### config.mk
export PLATFORM = sky130hd
export DESIGN_NAME = event_time_priority_queue
export DESIGN_NICKNAME = d
export VERILOG_FILES = /design/src/hdl/etpq_pkg.sv /design/src/hdl/etpq_ctrl.sv /design/src/hdl/etpq_datapath.sv /design/src/hdl/event_time_priority_queue.sv
export VERILOG_INCLUDE_DIRS = /design/src /design/src/hdl
export SDC_FILE = /design/constraint.sdc
export NUM_CORES = 2
export LEC_CHECK = 0
export BUFFER_PORTS_ARGS = -buffer_cell sky130_fd_sc_hd__clkbuf_2
export CAP_MARGIN = 20
export CORE_ASPECT_RATIO = 1.4
export CORE_MARGIN = 3
export CORE_UTILIZATION = 58
export DETAILED_ROUTE_END_ITERATION = 7
export GPL_TIMING_DRIVEN = 0
export HOLD_SLACK_MARGIN = 0.12
export PLACE_DENSITY = 0.77
export REMOVE_ABC_BUFFERS = 1
export SETUP_SLACK_MARGIN = 0.15
export SLEW_MARGIN = 20
export SYNTH_ARGS = -nofsm -noshare
export SYNTH_HDL_FRONTEND = slang
export SYNTH_SLANG_ARGS = --single-unit
### constraint.sdc
create_clock -name clk_i -period 4.55 [get_ports clk_i]
set_clock_uncertainty 0.15 [all_clocks]
set_input_delay 0.455 -clock clk_i [delete_from_list [all_inputs] [get_ports clk_i]]
set_output_delay 0.455 -clock clk_i [all_outputs]
set_load 0.02 [all_outputs]
### src/hdl/event_time_priority_queue_defines.svh
// Assertion macros used by the queue datapath.
// ETPQ_ASSERT: prop must hold at every clock edge outside reset.
// ETPQ_ASSERT_NEVER: expr must never be true at a clock edge outside reset.
`ifndef EVENT_TIME_PRIORITY_QUEUE_DEFINES_SVH
`define EVENT_TIME_PRIORITY_QUEUE_DEFINES_SVH

`ifndef SYNTH
`define ETPQ_ASSERT(lbl, clk, rstn, prop, msg) \
  lbl: assert property (@(posedge clk) disable iff (!rstn) prop) else $error(msg);
`define ETPQ_ASSERT_NEVER(lbl, clk, rstn, expr, msg) \
  lbl: assert property (@(posedge clk) disable iff (!rstn) !(expr)) else $error(msg);
`else
`define ETPQ_ASSERT(lbl, clk, rstn, prop, msg)
`define ETPQ_ASSERT_NEVER(lbl, clk, rstn, expr, msg)
`endif

`endif

### src/hdl/etpq_pkg.sv
`timescale 1ns / 1ps
package etpq_pkg;

  localparam int unsigned QUEUE_DEPTH_DEF = 16;
  localparam int unsigned TIME_W          = 31;
  localparam int unsigned KIND_W          = 3;
  localparam int unsigned TOTAL_W         = 5;
  localparam int unsigned IN_DATA_W       = 40;
  localparam int unsigned OUT_DATA_W      = 40;
  localparam int unsigned OUT_USER_W      = 3;

  localparam logic ACT_INSERT = 1'b0;
  localparam logic ACT_POP    = 1'b1;

  typedef enum logic [1:0] {
    STATUS_OK    = 2'd0,
    STATUS_FULL  = 2'd1,
    STATUS_EMPTY = 2'd2
  } status_e;

  typedef enum logic [1:0] {
    CTRL_IDLE = 2'd0,
    CTRL_EXEC = 2'd1,
    CTRL_RESP = 2'd2
  } ctrl_state_e;

  // Controller to datapath
  typedef struct packed {
    logic    capture;
    logic    insert;
    logic    pop;
    logic    write_result;
    status_e status;
  } cmd_t;

  // Datapath to controller
  typedef struct packed {
    logic is_pop;
    logic full;
    logic empty;
  } sts_t;

endpackage

### src/hdl/etpq_ctrl.sv
`timescale 1ns / 1ps
module etpq_ctrl (
  input  logic          clk_i,
  input  logic          rst_ni,
  input  logic          in_valid_i,
  output logic          in_ready_o,
  output logic          out_valid_o,
  input  logic          out_ready_i,
  input  etpq_pkg::sts_t sts_i,
  output etpq_pkg::cmd_t cmd_o
);

  etpq_pkg::ctrl_state_e state_q, state_d;

  always_ff @(posedge clk_i or negedge rst_ni) begin
    if (!rst_ni) begin
      state_q <= etpq_pkg::CTRL_IDLE;
    end else begin
      state_q <= state_d;
    end
  end

  always_comb begin
    state_d     = state_q;
    in_ready_o  = 1'b0;
    out_valid_o = 1'b0;
    cmd_o       = '0;
    cmd_o.status = etpq_pkg::STATUS_OK;
    case (state_q)
      etpq_pkg::CTRL_IDLE: begin
        in_ready_o = 1'b1;
        if (in_valid_i) begin
          cmd_o.capture = 1'b1;
          state_d       = etpq_pkg::CTRL_EXEC;
        end
      end
      etpq_pkg::CTRL_EXEC: begin
        cmd_o.write_result = 1'b1;
        if (sts_i.is_pop) begin
          if (sts_i.empty) begin
            cmd_o.status = etpq_pkg::STATUS_EMPTY;
          end else begin
            cmd_o.pop = 1'b1;
          end
        end else begin
          if (sts_i.full) begin
            cmd_o.status = etpq_pkg::STATUS_FULL;
          end else begin
            cmd_o.insert = 1'b1;
          end
        end
        state_d = etpq_pkg::CTRL_RESP;
      end
      etpq_pkg::CTRL_RESP: begin
        out_valid_o = 1'b1;
        if (out_ready_i) begin
          state_d = etpq_pkg::CTRL_IDLE;
        end
      end
      default: begin
        state_d = etpq_pkg::CTRL_IDLE;
      end
    endcase
  end

endmodule

### src/hdl/etpq_datapath.sv
`timescale 1ns / 1ps
`include "event_time_priority_queue_defines.svh"
module etpq_datapath #(
  parameter int unsigned QUEUE_DEPTH = etpq_pkg::QUEUE_DEPTH_DEF
) (
  input  logic                         clk_i,
  input  logic                         rst_ni,
  input  etpq_pkg::cmd_t               cmd_i,
  output etpq_pkg::sts_t               sts_o,
  input  logic                         action_i,
  input  logic [etpq_pkg::KIND_W-1:0]  event_kind_i,
  input  logic [etpq_pkg::TIME_W-1:0]  event_time_i,
  output logic [etpq_pkg::KIND_W-1:0]  popped_kind_o,
  output logic [etpq_pkg::TIME_W-1:0]  popped_time_o,
  output logic                         popped_valid_o,
  output logic [etpq_pkg::TOTAL_W-1:0] entry_total_o,
  output etpq_pkg::status_e            status_o
);

  localparam int unsigned CW = $clog2(QUEUE_DEPTH + 1);

  logic                        action_q;
  logic [etpq_pkg::KIND_W-1:0] kind_q;
  logic [etpq_pkg::TIME_W-1:0] time_q;

  logic [etpq_pkg::TIME_W-1:0] slot_time_q [QUEUE_DEPTH];
  logic [etpq_pkg::KIND_W-1:0] slot_kind_q [QUEUE_DEPTH];
  logic [etpq_pkg::TIME_W-1:0] slot_time_d [QUEUE_DEPTH];
  logic [etpq_pkg::KIND_W-1:0] slot_kind_d [QUEUE_DEPTH];
  logic [QUEUE_DEPTH-1:0]      keep;

  logic [CW-1:0] count_q, count_d;
  logic [31:0]   count_ext;

  logic [etpq_pkg::KIND_W-1:0]  res_kind_q;
  logic [etpq_pkg::TIME_W-1:0]  res_time_q;
  logic                         res_valid_q;
  logic [etpq_pkg::TOTAL_W-1:0] res_total_q;
  etpq_pkg::status_e            res_status_q;

  // Operand register
  always_ff @(posedge clk_i) begin
    if (cmd_i.capture) begin
      action_q <= action_i;
      kind_q   <= event_kind_i;
      time_q   <= event_time_i;
    end
  end

  assign sts_o.is_pop = (action_q == etpq_pkg::ACT_POP);
  assign sts_o.full   = (count_q == CW'(QUEUE_DEPTH));
  assign sts_o.empty  = (count_q == '0);

  // Each cell decides whether it stays ahead of the new entry. Times are
  // kept nondecreasing, so keep is a run of ones from the head.
  for (genvar i = 0; i < QUEUE_DEPTH; i++) begin : g_cell
    logic occupied;
    assign occupied = (CW'(i) < count_q);

    if (i == 0) begin : g_head
      // an equal time at the head lands right behind it
      assign keep[i] = occupied && (slot_time_q[i] <= time_q);
      always_comb begin
        slot_time_d[i] = slot_time_q[i];
        slot_kind_d[i] = slot_kind_q[i];
        if (cmd_i.insert && !keep[i]) begin
          slot_time_d[i] = time_q;
          slot_kind_d[i] = kind_q;
        end else if (cmd_i.pop) begin
          if (QUEUE_DEPTH > 1) begin
            slot_time_d[i] = slot_time_q[(i + 1) % QUEUE_DEPTH];
            slot_kind_d[i] = slot_kind_q[(i + 1) % QUEUE_DEPTH];
          end
        end
      end
    end else begin : g_body
      assign keep[i] = occupied && (slot_time_q[i] < time_q);
      always_comb begin
        slot_time_d[i] = slot_time_q[i];
        slot_kind_d[i] = slot_kind_q[i];
        if (cmd_i.insert) begin
          if (!keep[i-1]) begin
            slot_time_d[i] = slot_time_q[i-1];
            slot_kind_d[i] = slot_kind_q[i-1];
          end else if (!keep[i]) begin
            slot_time_d[i] = time_q;
            slot_kind_d[i] = kind_q;
          end
        end else if (cmd_i.pop && (i < QUEUE_DEPTH - 1)) begin
          slot_time_d[i] = slot_time_q[(i + 1) % QUEUE_DEPTH];
          slot_kind_d[i] = slot_kind_q[(i + 1) % QUEUE_DEPTH];
        end
      end
    end

    always_ff @(posedge clk_i) begin
      slot_time_q[i] <= slot_time_d[i];
      slot_kind_q[i] <= slot_kind_d[i];
    end
  end

  always_comb begin
    count_d = count_q;
    if (cmd_i.insert) begin
      count_d = count_q + CW'(1);
    end else if (cmd_i.pop) begin
      count_d = count_q - CW'(1);
    end
  end

  assign count_ext = 32'(count_d);

  always_ff @(posedge clk_i or negedge rst_ni) begin
    if (!rst_ni) begin
      count_q <= '0;
    end else begin
      count_q <= count_d;
    end
  end

  // Result register
  always_ff @(posedge clk_i) begin
    if (cmd_i.write_result) begin
      res_status_q <= cmd_i.status;
      res_total_q  <= count_ext[etpq_pkg::TOTAL_W-1:0];
      res_valid_q  <= cmd_i.pop;
      if (cmd_i.pop) begin
        res_kind_q <= slot_kind_q[0];
        res_time_q <= slot_time_q[0];
      end else begin
        res_kind_q <= '0;
        res_time_q <= '0;
      end
    end
  end

  assign popped_kind_o  = res_kind_q;
  assign popped_time_o  = res_time_q;
  assign popped_valid_o = res_valid_q;
  assign entry_total_o  = res_total_q;
  assign status_o       = res_status_q;

  `ETPQ_ASSERT_NEVER(a_count_range, clk_i, rst_ni, count_q > CW'(QUEUE_DEPTH), "count overflow")
  `ETPQ_ASSERT_NEVER(a_no_insert_full, clk_i, rst_ni, cmd_i.insert && sts_o.full, "insert when full")
  `ETPQ_ASSERT_NEVER(a_no_pop_empty, clk_i, rst_ni, cmd_i.pop && sts_o.empty, "pop when empty")
  `ETPQ_ASSERT(a_insert_count, clk_i, rst_ni, cmd_i.insert |=> count_q == $past(count_q) + CW'(1), "insert count")
  `ETPQ_ASSERT(a_pop_result, clk_i, rst_ni, cmd_i.pop |=> res_valid_q && (count_q == $past(count_q) - CW'(1)), "pop result")

endmodule

### src/hdl/event_time_priority_queue.sv
// The result is registered during the update step and offered after it, in the RESP state.
// One operation at a time: a new input transfer is taken only after the last result is taken;
// the controller runs capture, update and result hand-off in turn.
// Every cell compares its time with the new one in parallel, so the whole update is done in the EXEC state.
// Reset (async, active low) empties the queue and returns the controller to idle.
`timescale 1ns / 1ps
module event_time_priority_queue #(
  parameter int unsigned QUEUE_DEPTH = etpq_pkg::QUEUE_DEPTH_DEF
) (
  input  logic                            clk_i,
  input  logic                            rst_ni,
  input  logic                            s_axis_tvalid_i,
  output logic                            s_axis_tready_o,
  // [2:0] event_kind, [33:3] event_time, [39:34] zero
  input  logic [etpq_pkg::IN_DATA_W-1:0]  s_axis_tdata_i,
  // [0] action
  input  logic [0:0]                      s_axis_tuser_i,
  output logic                            m_axis_tvalid_o,
  input  logic                            m_axis_tready_i,
  // [2:0] popped_kind, [33:3] popped_time, [38:34] entry_total, [39] zero
  output logic [etpq_pkg::OUT_DATA_W-1:0] m_axis_tdata_o,
  // [0] popped_valid, [2:1] status
  output logic [etpq_pkg::OUT_USER_W-1:0] m_axis_tuser_o
);

  localparam int unsigned TIME_LO  = etpq_pkg::KIND_W;
  localparam int unsigned TIME_HI  = TIME_LO + etpq_pkg::TIME_W - 1;
  localparam int unsigned TOTAL_LO = TIME_HI + 1;
  localparam int unsigned TOTAL_HI = TOTAL_LO + etpq_pkg::TOTAL_W - 1;

  etpq_pkg::cmd_t cmd;
  etpq_pkg::sts_t sts;

  logic [etpq_pkg::KIND_W-1:0]  popped_kind;
  logic [etpq_pkg::TIME_W-1:0]  popped_time;
  logic                         popped_valid;
  logic [etpq_pkg::TOTAL_W-1:0] entry_total;
  etpq_pkg::status_e            status;

  // Sequence each operation: take the transfer, update the cells, hold the result.
  etpq_ctrl u_ctrl (
    .clk_i      (clk_i),
    .rst_ni     (rst_ni),
    .in_valid_i (s_axis_tvalid_i),
    .in_ready_o (s_axis_tready_o),
    .out_valid_o(m_axis_tvalid_o),
    .out_ready_i(m_axis_tready_i),
    .sts_i      (sts),
    .cmd_o      (cmd)
  );

  // Sorted row of cells, entry count and result register.
  etpq_datapath #(
    .QUEUE_DEPTH(QUEUE_DEPTH)
  ) u_datapath (
    .clk_i         (clk_i),
    .rst_ni        (rst_ni),
    .cmd_i         (cmd),
    .sts_o         (sts),
    .action_i      (s_axis_tuser_i[0]),
    .event_kind_i  (s_axis_tdata_i[etpq_pkg::KIND_W-1:0]),
    .event_time_i  (s_axis_tdata_i[TIME_HI:TIME_LO]),
    .popped_kind_o (popped_kind),
    .popped_time_o (popped_time),
    .popped_valid_o(popped_valid),
    .entry_total_o (entry_total),
    .status_o      (status)
  );

  // Pack the result; unused high bits stay zero.
  always_comb begin
    m_axis_tdata_o                           = '0;
    m_axis_tdata_o[etpq_pkg::KIND_W-1:0]     = popped_kind;
    m_axis_tdata_o[TIME_HI:TIME_LO]          = popped_time;
    m_axis_tdata_o[TOTAL_HI:TOTAL_LO]        = entry_total;
    m_axis_tuser_o                           = {status, popped_valid};
  end

endmodule

==> qor.txt <==
Crit path depth - 17
H-tree levels - 3
CTS tree - yes
Clock Path Buffers - 3
Routed wire length - 131 mm
Ys Warns - 0
Max Cap Violations - 0
Logic pwr share - 48.3%
Non-filler instance count after layout - 5,171
Residual DRC count - 0
Max incr delay on CP - 0.55 ns
ANT cells - 0
Synth cell types - 74
#FFs+latches synth - 628
GPL Wtd Cong - 0.890
WP data required - 4.73 ns
CP Data Arrival Time - 4.73 ns
Clk Latency, worst-skew pair - 0.63 ns
Most common cell on crit path - buf_4
CTS Root Cell - clkbuf_16
Crit path buf inv count - 9
Final hold viol count - 0
Count of boundary I/O pins - 90
Initial antenna violation count - 3
Crit path max-delay cell type - edfxtp_1
Core Region - 0.0704 mm2
Psw - 12.8 mW
Max IR drop VDD - 0.000416 V
Seq/Total Area, Yosys - 45.6%
Cells after synthesis - 3,903
Top delay family on crit path - buffers and inverters
Reg2reg path depth - 17
Startpoint Class - flip-flop
Clk slew on worst S/H paths - 0.06 ns
Final worst setup slack - -0.00435 ns
Via count - 34,800
Clk pwr share - 17.8%
Die Area - 0.0744 mm2
Critical path type - reg -> reg
Power Density - 642 mW/mm2
Critical path fanouts, max - 12
RSZ-0062 raised after global routing - no
Grt ovf - 0
Worst Hold End - u_datapath.slot_kind_q[1][20]$_DFFE_PP_
IO Port Bufs - 82
Rows - 115
Crit end category - flip-flop
Slew margin rel. - 25.3%
Share of cells above drive strength 1 - 15.2%
Critical path, cell by cell - clkinvlp_4 -> buf_4 -> buf_4 -> ha_1 -> nand4_1 -> nor4_4 -> o211ai_1 -> a31oi_2 -> nor4b_4 -> buf_6 -> buf_4 -> buf_2 -> buf_4 -> nor3b_4 -> nor2_4 -> buf_12 -> clkbuf_16
Register area - 0.0188 mm2
Sequential Power Share - 34.0%
Min-Delay Path Depth - 2
Layout area overhead - 17.9%
Hpwl dp - 82.6 mm
Placed Cells incl. Taps - 4,786
Min-delay src - u_datapath.slot_kind_q[1][23]$_DFFE_PP_
Tmin final - 4.55 ns
F_max - 0.220 GHz
Slew @ Worst Pin - 1.12 ns
Cell internal pwr - 18.5 mW
Num CTS Buffers - 69
Fillers - 4,819
Post-DRT Antenna Nets - 0
Vias/cell - 6.72
Largest net degree at the start of global routing - 50
Starting Density - 58.7%
Leak Pwr - 20.0 nW
Ys flop type - edfxtp_1
Area occupied by multi-input gates - 0.0217 mm2
Post-synthesis cell area - 0.0413 mm2
Final setup fails - 6
Final #Nets - 4,709
Status - finished with violations
Die X - 231 um
Clk sink count - 628
Final Slew Violations - 0
Die Y - 322 um
Violated checks - setup timing
Fin crit share - 100%
Pwr Total - 31.2 mW
Vias in the first global route - 34,900
Worst R2R Setup Slack - -0.004 ns
Async set-reset flop share out of synthesis - 1.11%
Drt first pass iters - 6
Synthesized area per cell - 10.6 um2
Switching portion of total power - 40.9%
Hold Path Class - reg -> reg
Total GRT Usage - 33.7%
Dpl ws - -1.83 ns
Number of synthesized flops with an enable pin - 621
Worst R2R Start - u_datapath.time_q[25]$_DFFE_PP_
Reg-to-reg endpoint - u_datapath.slot_time_q[1][11]$_DFFE_PP_
Wirelength per Cell - 25.3 um
First-pass GRT wire length - 195 mm
Drt first-iter violations - 3,608
[layout make-up]
| class | count | area share, % |
|---|---|---|
| flip-flops and latches | 628 | 38.7 |
| repair buffers | 460 | 9.41 |
| well taps | 936 | 2.41 |
| clock buffers | 92 | 3.87 |
| repair inverters | 1 | 0.0103 |
| inverters | 42 | 0.563 |
| multi-input cells | 2978 | 44.5 |
| clock inverters | 34 | 0.517 |
[sequential cells by signal, indices dropped and copies added (netlist names)]
name,flops
u_ctrl.state_q,2
u_datapath.action_q,1
u_datapath.count_q,5
u_datapath.entry_total_o,5
u_datapath.kind_q,3
u_datapath.popped_kind_o,3
u_datapath.popped_time_o,31
u_datapath.popped_valid_o,1
u_datapath.slot_kind_q,48
u_datapath.slot_time_q,496
u_datapath.status_o,2
u_datapath.time_q,31
[how the worst max path moves through the flow]
stage | to | from | slack (ns)
after floorplan | u_datapath.slot_kind_q[0][10]$_DFFE_PP_ | u_datapath.count_q[1]$_DFF_PN0_ | -33.52
after global placement | u_datapath.slot_kind_q[1][15]$_DFFE_PP_ | u_datapath.count_q[1]$_DFF_PN0_ | -62.22
after detailed placement | u_datapath.slot_time_q[0][27]$_DFFE_PP_ | u_datapath.time_q[22]$_DFFE_PP_ | -1.83
after CTS | u_datapath.slot_kind_q[0][18]$_DFFE_PP_ | u_datapath.time_q[28]$_DFFE_PP_ | 0.15
after global routing | u_datapath.slot_time_q[1][11]$_DFFE_PP_ | u_datapath.time_q[29]$_DFFE_PP_ | 0.003
final | u_datapath.slot_time_q[1][11]$_DFFE_PP_ | u_datapath.time_q[25]$_DFFE_PP_ | -0.004
[what timing repair did]
action	CTS	global route
hold buffers	39	0
buffers inserted	164	50
hold endpoints to repair	44	0
setup endpoints to repair	961	468
cloned	1	5
pin swaps	14	21
resized for setup	42	20
[kinds of logic after synthesis]
logic type | share of synthesized area (%)
DFF | 45.6
and+or+nand+nor | 11.9
adders and majority gates | 14.7
muxes | 9.79
AOI/OAI and AO/OA | 14.8
other | 0.00909
buffers and inverters | 3.16
xor gates and xnor gates | 0.0637
[power by group through the flow]
| stage | sequential (mW) | clock [mW] | combinational [mW] |
|---|---|---|---|
| detailed placement | 10.9 | 0 | 13.0 |
| CTS | 10.5 | 5.56 | 14.1 |
| global placement | 10.3 | 0 | 10.7 |
| floorplan | 9.95 | 0 | 8.88 |
| global route | 10.7 | 5.80 | 16.3 |
| finish | 10.6 | 5.55 | 15.1 |
[tightest hold or removal path, delay by kind of cell (launching register included)]
| family | cells | cell delay [ns] |
|---|---|---|
| flip-flops | 1 | 0.32 |
| AND/OR/NAND/NOR | 2 | 0.10 |
[metal layers]
layer / GRT usage [%] / routed length, um / vias to the layer above / part of all wire (%)
li1: - / - / 15500 / -
met1: 37.1 / 45300 / 16800 / 35
met2: 56.9 / 63300 / 1922 / 48
met3: 4.70 / 9610 / 616 / 7.3
met4: 29.8 / 12700 / 4 / 9.7
met5: 0 / 27 / - / 0.021
[stage by stage]
stage | setup TNS [ns] | area [um2] | hold slack (ns) | util (%)
after global routing | 0 | 48700 | 0.383 | 69.2
after floorplan | - | 40100 | 0.00941 | -
final | -0.0220 | 48700 | 0.380 | 69.2
after CTS | 0 | 48000 | 0.366 | 68.2
after detailed placement | -427.84 | 44000 | 0.148 | 62.6
after global placement | - | 41700 | 0.152 | 59.3
[cell usage after synthesis (4+ instances only)]
cell	instances	area, um2
nand3b_1	31	233
nand2b_1	15	93.8
inv_1	42	158
o21ai_1	19	95.1
nor2b_1	23	144
nand4_1	74	463
mux2i_1	361	3610
a21oi_1	490	2450
a221o_1	8	80.1
ha_1	484	6060
nand3_1	121	606
nor4_1	9	56.3
o311ai_0	4	35.0
clkbuf_2	4	20.0
buf_4	20	150
nor3_1	15	75.1
or3_1	7	43.8
a21o_1	82	616
clkbuf_1	186	698
a31oi_1	86	538
a221oi_1	7	61.3
nand4b_1	30	263
nor2_1	376	1410
edfxtp_1	621	18600
mux2_2	35	394
buf_1	9	33.8
o21a_1	7	52.6
nand2_1	210	788
o21ai_0	278	1390
dfrtp_1	7	175
o211ai_1	26	195
and4_1	18	158
and3_1	33	206
buf_2	31	155
o22ai_1	4	25.0
buf_6	8	90.1
a21boi_0	4	30.0
a211oi_1	22	165
and2_1	40	250
[cells in the final DEF, fill, tap and decap left out, types with 11 or more instances in the layout]
cell	count
o21ai_0	278
buf_16	30
buf_6	44
a21o_1	82
ha_1	484
nand2_1	209
clkinvlp_4	31
clkbuf_1	17
a211oi_1	21
clkbuf_2	82
and4_1	18
dlygate4sd3_1	39
and3_1	33
clkinv_1	16
nand3b_1	31
a31oi_1	79
nand2b_1	15
buf_12	26
edfxtp_1	621
buf_4	217
nand4b_1	30
mux2_2	35
mux2i_1	361
clkbuf_16	72
nor2b_1	23
nand3_1	121
a21oi_1	481
nor3_1	11
o21ai_1	17
buf_8	16
and2_1	39
nor2_1	373
o211ai_1	26
nand4_1	74
No activity file was read; power rests on OpenSTA's default activity.
